--- src/svpd_pkg.sv ---
// Shared constants, codes and tables for the space vector PWM duty pipeline.
`timescale 1ns / 1ps

package svpd_pkg;

	localparam int ITERS = 16;

	// Arctangent table in 2^24 counts per turn.
	localparam logic [21:0] ATAN_TAB [ITERS] = '{
		22'd2097152, 22'd1238021, 22'd654136, 22'd332050,
		22'd166669, 22'd83416, 22'd41718, 22'd20860,
		22'd10430, 22'd5215, 22'd2608, 22'd1304,
		22'd652, 22'd326, 22'd163, 22'd81
	};

	localparam logic [15:0] MOD_CAP_Q16 = 16'd37814;
	localparam logic [16:0] SQRT3_Q16 = 17'd113512;
	localparam logic signed [33:0] CORDIC_K_Q30 = 34'sd652032874;
	// ceil(2^25 / 3), exact for the operand range of the sector angle.
	localparam logic [23:0] RECIP3_Q25 = 24'd11184811;

	localparam logic [1:0] REG_LIMIT = 2'd0;
	localparam logic [1:0] REG_SUPPLY = 2'd1;
	localparam logic [1:0] REG_PERIOD = 2'd2;

	typedef enum logic [2:0] {
		SEC_1 = 3'd0,
		SEC_2 = 3'd1,
		SEC_3 = 3'd2,
		SEC_4 = 3'd3,
		SEC_5 = 3'd4,
		SEC_6 = 3'd5
	} sector_t;

endpackage

--- src/svpd_atan.sv ---
// Angle offset of the voltage vector: pipelined vectoring CORDIC for atan2(q, d).
`timescale 1ns / 1ps

module svpd_atan #(
	parameter int PW = 32
) (
	input  logic               clk,
	input  logic               arst_n,
	input  logic               en,
	input  logic               in_valid,
	input  logic signed [15:0] q,
	input  logic signed [15:0] d,
	input  logic [PW-1:0]      in_pay,
	output logic               out_valid,
	output logic [15:0]        off,
	output logic [PW-1:0]      out_pay
);
	import svpd_pkg::*;

	localparam logic [15:0] QTR_TURN = 16'd16384;
	localparam logic [15:0] THREE_QTR_TURN = 16'd49152;
	localparam logic signed [25:0] HALF_TURN_ACC = 26'sd8388608;

	logic                v_s    [ITERS+1];
	logic signed [35:0]  x_s    [ITERS+1];
	logic signed [35:0]  y_s    [ITERS+1];
	logic signed [25:0]  acc_s  [ITERS+1];
	logic                dzero_s[ITERS+1];
	logic                qneg_s [ITERS+1];
	logic [PW-1:0]       pay_s  [ITERS+1];

	logic signed [35:0] x_in;
	logic signed [35:0] y_in;
	logic [25:0]        acc_rnd;

	assign x_in = {{4{d[15]}}, d, 16'd0};
	assign y_in = {{4{q[15]}}, q, 16'd0};

	// A vector in the left half plane is turned by half a turn first.
	always_ff @(posedge clk or negedge arst_n) begin
		if (!arst_n) begin
			v_s[0] <= 1'b0;
		end else if (en) begin
			v_s[0] <= in_valid;
		end
	end

	always_ff @(posedge clk) begin
		if (en) begin
			x_s[0]     <= d[15] ? -x_in : x_in;
			y_s[0]     <= d[15] ? -y_in : y_in;
			acc_s[0]   <= d[15] ? HALF_TURN_ACC : '0;
			dzero_s[0] <= (d == 16'sd0);
			qneg_s[0]  <= q[15];
			pay_s[0]   <= in_pay;
		end
	end

	for (genvar i = 0; i < ITERS; i++) begin : g_it
		logic signed [35:0] xs;
		logic signed [35:0] ys;
		logic signed [25:0] step;
		logic               ypos;

		assign xs   = x_s[i] >>> i;
		assign ys   = y_s[i] >>> i;
		assign step = $signed({4'b0000, ATAN_TAB[i]});
		assign ypos = !y_s[i][35] && (y_s[i] != 36'sd0);

		always_ff @(posedge clk or negedge arst_n) begin
			if (!arst_n) begin
				v_s[i+1] <= 1'b0;
			end else if (en) begin
				v_s[i+1] <= v_s[i];
			end
		end

		always_ff @(posedge clk) begin
			if (en) begin
				x_s[i+1]     <= ypos ? x_s[i] + ys : x_s[i] - ys;
				y_s[i+1]     <= ypos ? y_s[i] - xs : y_s[i] + xs;
				acc_s[i+1]   <= ypos ? acc_s[i] + step : acc_s[i] - step;
				dzero_s[i+1] <= dzero_s[i];
				qneg_s[i+1]  <= qneg_s[i];
				pay_s[i+1]   <= pay_s[i];
			end
		end
	end

	assign acc_rnd   = acc_s[ITERS] + 26'sd128;
	assign out_valid = v_s[ITERS];
	assign out_pay   = pay_s[ITERS];
	assign off = dzero_s[ITERS] ? (qneg_s[ITERS] ? THREE_QTR_TURN : QTR_TURN) :
		acc_rnd[23:8];

endmodule

--- config.mk ---
export PLATFORM = sky130hd
export DESIGN_NAME = svpd_atan
export DESIGN_NICKNAME = d
export VERILOG_FILES = /design/src/svpd_pkg.sv /design/src/svpd_atan.sv
export SDC_FILE = /design/constraint.sdc
export NUM_CORES = 2
export LEC_CHECK = 0
export BUFFER_PORTS_ARGS = -buffer_cell sky130_fd_sc_hd__buf_2
export CORE_ASPECT_RATIO = 0.6
export CORE_MARGIN = 1.5
export CORE_UTILIZATION = 59
export CTS_CLUSTER_DIAMETER = 50
export CTS_CLUSTER_SIZE = 24
export DETAILED_ROUTE_END_ITERATION = 12
export PLACE_DENSITY_LB_ADDON = 0.08
export SLEW_MARGIN = 30
export SYNTH_ARGS = -nofsm -noshare
export SYNTH_HDL_FRONTEND = slang
export SYNTH_SLANG_ARGS = --single-unit
export TNS_END_PERCENT = 20
--- constraint.sdc ---
create_clock -name clk -period 6.09 [get_ports clk]
set_input_delay 1.218 -clock clk [delete_from_list [all_inputs] [get_ports clk]]
set_output_delay 1.218 -clock clk [all_outputs]
set_load 0.005 [all_outputs]
* Yosys cells after proc, flatten, opt, wreduce, memory -nomap -nowiden
Memory sizes are Yosys's and may differ from the RTL's.
Index checks and enable logic that the tools add are counted.
** Cells by class
- Multiplexer cells :: 55
- Add/sub/neg operators :: 98
- Reduce and logical (&&, ||, !) cells :: 49
** Operator list (number)
- 36-bit two-way mux :: 34
- 36-bit nonzero test :: 16
- 26-bit two-way mux :: 16
- 36-bit by 21-bit adder with 36-bit output :: 2
- 36-bit by 22-bit adder with 36-bit output :: 2
- 36-bit by 23-bit adder with 36-bit output :: 2
- 36-bit by 24-bit adder with 36-bit output :: 2
- 36-bit by 25-bit adder with 36-bit output :: 2
- 36-bit by 26-bit adder with 36-bit output :: 2
- 36-bit by 27-bit adder with 36-bit output :: 2
- 36-bit by 28-bit adder with 36-bit output :: 2
- 36-bit by 29-bit adder with 36-bit output :: 2
- 36-bit by 30-bit adder with 36-bit output :: 2
- 36-bit by 31-bit adder with 36-bit output :: 2
- 36-bit by 32-bit adder with 36-bit output :: 2
- 36-bit by 33-bit adder with 36-bit output :: 2
- 36-bit by 34-bit adder with 36-bit output :: 2
- 36-bit by 35-bit adder with 36-bit output :: 2
- 32-bit negation with 36-bit output :: 2
- 36-bit by 21-bit subtractor with 36-bit output :: 2
- 36-bit by 22-bit subtractor with 36-bit output :: 2
- 36-bit by 23-bit subtractor with 36-bit output :: 2
- 36-bit by 24-bit subtractor with 36-bit output :: 2
- 36-bit by 25-bit subtractor with 36-bit output :: 2
- 51 further kinds :: 94
** Word-level totals
- Output and inout port bits :: 49
- Register bits :: 17
- Input bits :: 68
- Bits in writable memories :: 2244
- Memories kept :: 6
- Logic and storage cells :: 225
** Memories
- x_s :: words 17, bits a word 36, read ports 16, clocked after Yosys merged registers in 0, wr ports 17, line svpd_atan.sv:25 : logic signed [35:0] x_s [ITERS+1];
- y_s :: words 17, bits a word 36, read ports 16, clocked after Yosys merged registers in 0, wr ports 17, line svpd_atan.sv:26 : logic signed [35:0] y_s [ITERS+1];
- pay_s :: words 17, bits a word 32, read ports 17, clocked after Yosys merged registers in 0, wr ports 17, line svpd_atan.sv:30 : logic [PW-1:0] pay_s [ITERS+1];
- acc_s :: words 17, bits a word 26, read ports 17, clocked after Yosys merged registers in 0, wr ports 17, line svpd_atan.sv:27 : logic signed [25:0] acc_s [ITERS+1];
- dzero_s :: words 17, bits a word 1, read ports 17, clocked after Yosys merged registers in 0, wr ports 17, line svpd_atan.sv:28 : logic dzero_s[ITERS+1];
- qneg_s :: words 17, bits a word 1, read ports 17, clocked after Yosys merged registers in 0, wr ports 17, line svpd_atan.sv:29 : logic qneg_s [ITERS+1];

* Depth between registers and ports, before layout
An unclocked memory read counts as a cell.
- Depth after elaboration :: 4
- Gate-level depth with buffers :: 28
- Depth with buffers taken out :: 26

* Least setup slack after synthesis
OpenSTA, ideal clock, no wires.
- Path kind :: register -> register
- Start :: memory y_s[13][21], in the netlist y_s[0][489]
- End :: memory y_s[14][32], in the netlist y_s[0][536] (data pin)
- Setup slack :: -422 ps
- Path buffers :: 3
- Arrival time :: 6253 ps
- Library setup time :: 259 ps
- Clock period less this slack :: 6512 ps
- Cell stages (with the launch flop) :: 23
- Required time :: 5831 ps
- Cell sequence :: edfxtp_1 or4_1 or3_1 or3_1 nand2b_1 or3_1 clkbuf_1 nand2b_1 clkbuf_1 buf_1 a21oi_1 fa_1 a21o_1 a21oi_1 nor2b_1 o2111a_1 o21bai_1 a31oi_1 a211oi_1 o211ai_1 a31o_2 a21oi_1 xnor2_1
** RTL lines (line)
- start, declared :: svpd_atan.sv:26

==> summary.md <==
Yosys warning count: 0. The worst path uses 101% of the clock period. STA puts the critical path data required time at 6790 ps. The logs give 550000 um for the wire length of the first global-routing pass and 4 for the number of buffers on the longest clock path. The cell area that synthesis handed to floorplanning was 124000 sq um. Counting the buffers created by CTS gives 159. In the routed layout, each cell is associated on average with a via count of 6.30. Summing all multi-input logic gate instances after layout gives 67700 sq um.

For the final number of setup-violating endpoints, the log shows 1. The final antenna-violating net count came out at 0. Across the run, the number of max-cap violations was 0.

The worst register-to-register path has a depth of 18. I/O pin count: 117. The net count reported at finish is 14200.

In the final routed layout, each cell accounts on average for 23.6 um. Compared with the post-synthesis result, the final layout area differs by 15.7%. In the synthesized netlist, the number of instances is 11600.

Critical-path maximum fanout: 24. The die covers 213000 sq um. Including well taps, the total number of placed cells is 15400. The proportion of layout cells with a drive suffix above 1 is 14.5%. STA classifies the critical path endpoint as a register. The number of remaining DRC errors was 0; the number of synthesized flops with an enable pin was 1843. The clock edge transition at the registers on the reported setup and hold paths came out at 100 ps. Summing all placed instances gives a cell area of 136000 sq um. The synthesis-stage register bit count is 1860.

Clock tree synthesis selected as its root buffer the cell sky130_fd_sc_hd__clkbuf_16. For the headroom to the max-slew limit, the log shows 26.5%. The worst min-delay path class was in -> async.

The floorplan step defined a core boundary enclosing 209000 sq um. TritonCTS built the clock tree. The initial antenna violation count is 30, and the transition time at the pin with the least slew margin is 1100 ps. For the final cell count without fillers, the log shows 15800. Setup repair after global routing could not meet its margin everywhere. Final HPWL from detailed placement: 292000 um. Entering global routing, the biggest net connects 138 pins. Counting the fill cells in the layout gives 15500. The post-synthesis cell type count is 107. The endpoint of the most critical register-to-register path was y_s[0][248]. The final reports fail on negative setup slack. The iteration-0 DRC count of the detailed router was 12600. The predominant post-synthesis flop cell was sky130_fd_sc_hd__edfxtp_1. For the data arrival time of the critical path, the log shows 6850 ps.

The count of buffers from port buffering is 116. The run finished, with violations left. The mean instance size in the synthesized netlist is 10.7 sq um, and the post-synthesis sequential area ratio is 44.9%. The overall die height was 358 um.

The number of hold buffers added after CTS was 0. The footprint of the flip-flops and latches is 55800 sq um. Number of slew-limit violations in the final report: 0.

At the end of routability-driven placement, the weighted congestion stood at 1.04. The post-route worst setup slack came out at -56.8 ps. For this run, the detailed router's first-pass iteration total came to 6.

Once layout is complete, the utilization of the core stands at 68.6%. The via count of the first global-routing pass is 90500. For this configuration, the core starts out at a cell density of 59.3%.

The hold violation count in the final report is 0. The cell row count was 130. The insertion delay to the later sink of the worst-skew pair is 890 ps.

The smallest clock period supported by the final layout is computed as 6150 ps. For this run the aggregate overflow at the end of global routing stands at 0. The finished cells cover 144000 sq um. For the clock skew after layout, the log shows 70.4 ps. Static timing analysis puts the maximum clock frequency at 163 MHz. The die width is 595 um, and the setup slack of the worst register-to-register path is -60 ps. The final layout contains routed wiring with a total length of 373000 um. The H-tree was split into 4 levels. For this block, the via count after detailed routing is 99600. Counting every sink on the clock net gives 1860. The worst setup path is launched from a register. The startpoint identified for the worst register-to-register timing path is y_s[0][193]. Overall track demand over capacity in global routing: 33.7%.

The worst setup path category is reg -> reg. For this run, asynchronously set or reset flops after synthesis account for 0.914%.
[state kept, by name, indices dropped and copies added, names as in the netlist]
signal,flops
x_s,445
qneg_s,17
acc_s,323
y_s,497
pay_s,544
out_valid,1
dzero_s,17
v_s,16
[through the flow]
stage / hold slack [ps] / setup slack [ps] / setup TNS, ps
finish: 242 / -56.8 / -56.8
global route: 237 / -148 / -1390
CTS: 207 / -75.8 / -151
detailed placement: 405 / -515 / -8650
global placement: 400 / -366 / -2570
floorplan: 400 / -71.2 / -195
[how the worst max path moves through the flow]
stage | slack (ps) | cells after the start | end | startpoint
2_1_floorplan | -70 | 20 | x_s[0][502] | y_s[0][462]
6_report | -60 | 18 | y_s[0][248] | y_s[0][193]
3_3_place_gp | -370 | 26 | y_s[0][323] | y_s[0][262]
3_5_place_dp | -510 | 24 | y_s[0][323] | y_s[0][262]
4_1_cts | -80 | 25 | y_s[0][359] | y_s[0][307]
5_1_grt | -150 | 27 | x_s[0][395] | y_s[0][335]
[logic make-up after synthesis]
group	share of synthesized area [%]
DFF	44.9
AOI/OAI and AO/OA	15.6
xor gates and xnor gates	11.4
and+or+nand+nor	12.7
muxes	0.733
buffers and inverters	1.96
adders and majority gates	12.6
other	0.00302
[layout by cell type (no fill, tap or decap), types with 81 or more instances in the layout]
| cell | n |
|---|---|
| sky130_fd_sc_hd__ha_1 | 1187 |
| sky130_fd_sc_hd__nor2_1 | 897 |
| sky130_fd_sc_hd__xor2_1 | 559 |
| sky130_fd_sc_hd__and3_1 | 107 |
| sky130_fd_sc_hd__inv_1 | 470 |
| sky130_fd_sc_hd__a31oi_1 | 81 |
| sky130_fd_sc_hd__nand2b_1 | 180 |
| sky130_fd_sc_hd__nand2_1 | 584 |
| sky130_fd_sc_hd__a21oi_1 | 889 |
| sky130_fd_sc_hd__buf_2 | 115 |
| sky130_fd_sc_hd__clkbuf_16 | 160 |
| sky130_fd_sc_hd__xnor2_1 | 1048 |
| sky130_fd_sc_hd__o21bai_1 | 121 |
| sky130_fd_sc_hd__edfxtp_1 | 1843 |
| sky130_fd_sc_hd__or3_1 | 131 |
| sky130_fd_sc_hd__o31ai_1 | 165 |
| sky130_fd_sc_hd__buf_4 | 1058 |
| sky130_fd_sc_hd__nor4_1 | 93 |
| sky130_fd_sc_hd__o21a_1 | 161 |
| sky130_fd_sc_hd__nor3_1 | 350 |
| sky130_fd_sc_hd__nor2b_1 | 159 |
| sky130_fd_sc_hd__a21o_1 | 357 |
| sky130_fd_sc_hd__o21ai_0 | 529 |
| sky130_fd_sc_hd__nand3_1 | 246 |
[layer usage]
metal | track usage [%] | share of wire (%)
met1 | 54.1 | 47
met3 | 14.9 | 16
met5 | 0 | 0.051
met2 | 41.1 | 36
met4 | 4.79 | 1.3
[cells in the mapped netlist, drive strengths merged (26+ instances only)]
cell type / instances / area (sq um)
edfxtp: 1843 / 55300
ha: 1192 / 14900
xnor2: 1054 / 9230
a21oi: 948 / 4740
nor2: 909 / 3410
o21ai: 591 / 2970
nand2: 586 / 2200
xor2: 565 / 4950
inv: 477 / 1790
nor3: 365 / 1840
a21o: 357 / 2680
nand3: 250 / 1250
nand2b: 187 / 1170
o31ai: 173 / 1330
o21a: 164 / 1230
nor2b: 162 / 1010
or3: 140 / 876
clkbuf: 138 / 518
o21bai: 122 / 916
nor4: 111 / 707
and3: 109 / 682
a31oi: 95 / 601
o41ai: 78 / 683
or2: 72 / 450
a211oi: 68 / 538
mux2i: 68 / 681
or4: 68 / 518
nand4: 61 / 388
and2: 60 / 375
a21boi: 56 / 420
o211ai: 46 / 345
fa: 36 / 721
a31o: 35 / 307
nor3b: 27 / 203
a311oi: 26 / 234
buf: 26 / 109
[critical path: stages (launching register included)]
cell and delay [ps]:
sky130_fd_sc_hd__edfxtp_1 580, sky130_fd_sc_hd__or4_4 630, sky130_fd_sc_hd__or4_4 550, sky130_fd_sc_hd__o21ai_4 310, sky130_fd_sc_hd__buf_6 330, sky130_fd_sc_hd__clkinvlp_4 320, sky130_fd_sc_hd__buf_4 230, sky130_fd_sc_hd__a21oi_1 150
sky130_fd_sc_hd__xnor2_1 150, sky130_fd_sc_hd__ha_1 330, sky130_fd_sc_hd__a21oi_1 200, sky130_fd_sc_hd__nor3b_1 400, sky130_fd_sc_hd__a211oi_2 210, sky130_fd_sc_hd__a211oi_2 350, sky130_fd_sc_hd__nor3_4 120, sky130_fd_sc_hd__a31oi_4 300
sky130_fd_sc_hd__o31ai_4 120, sky130_fd_sc_hd__or4b_1 550, sky130_fd_sc_hd__nand3_1 140
[what timing repair did]
item	4_1_cts	5_1_grt
gates resized for setup	56	328
endpoints found under the setup margin	72	211
gates cloned	0	0
setup buffers	5	62
pin swaps	14	159
[final cells by class]
| type | instances | area share, % |
|---|---|---|
| diodes | 34 | 0.0593 |
| clock buffers | 173 | 2.82 |
| clock inverters | 102 | 0.982 |
| inverters | 480 | 1.26 |
| multi-input cells | 9186 | 47.2 |
| flip-flops and latches | 1860 | 38.8 |
| well taps | 2772 | 2.42 |
| repair buffers | 1216 | 6.43 |
Power is not shown: default switching activity piles up to over one toggle a cycle in this logic, so the estimate is an artifact.
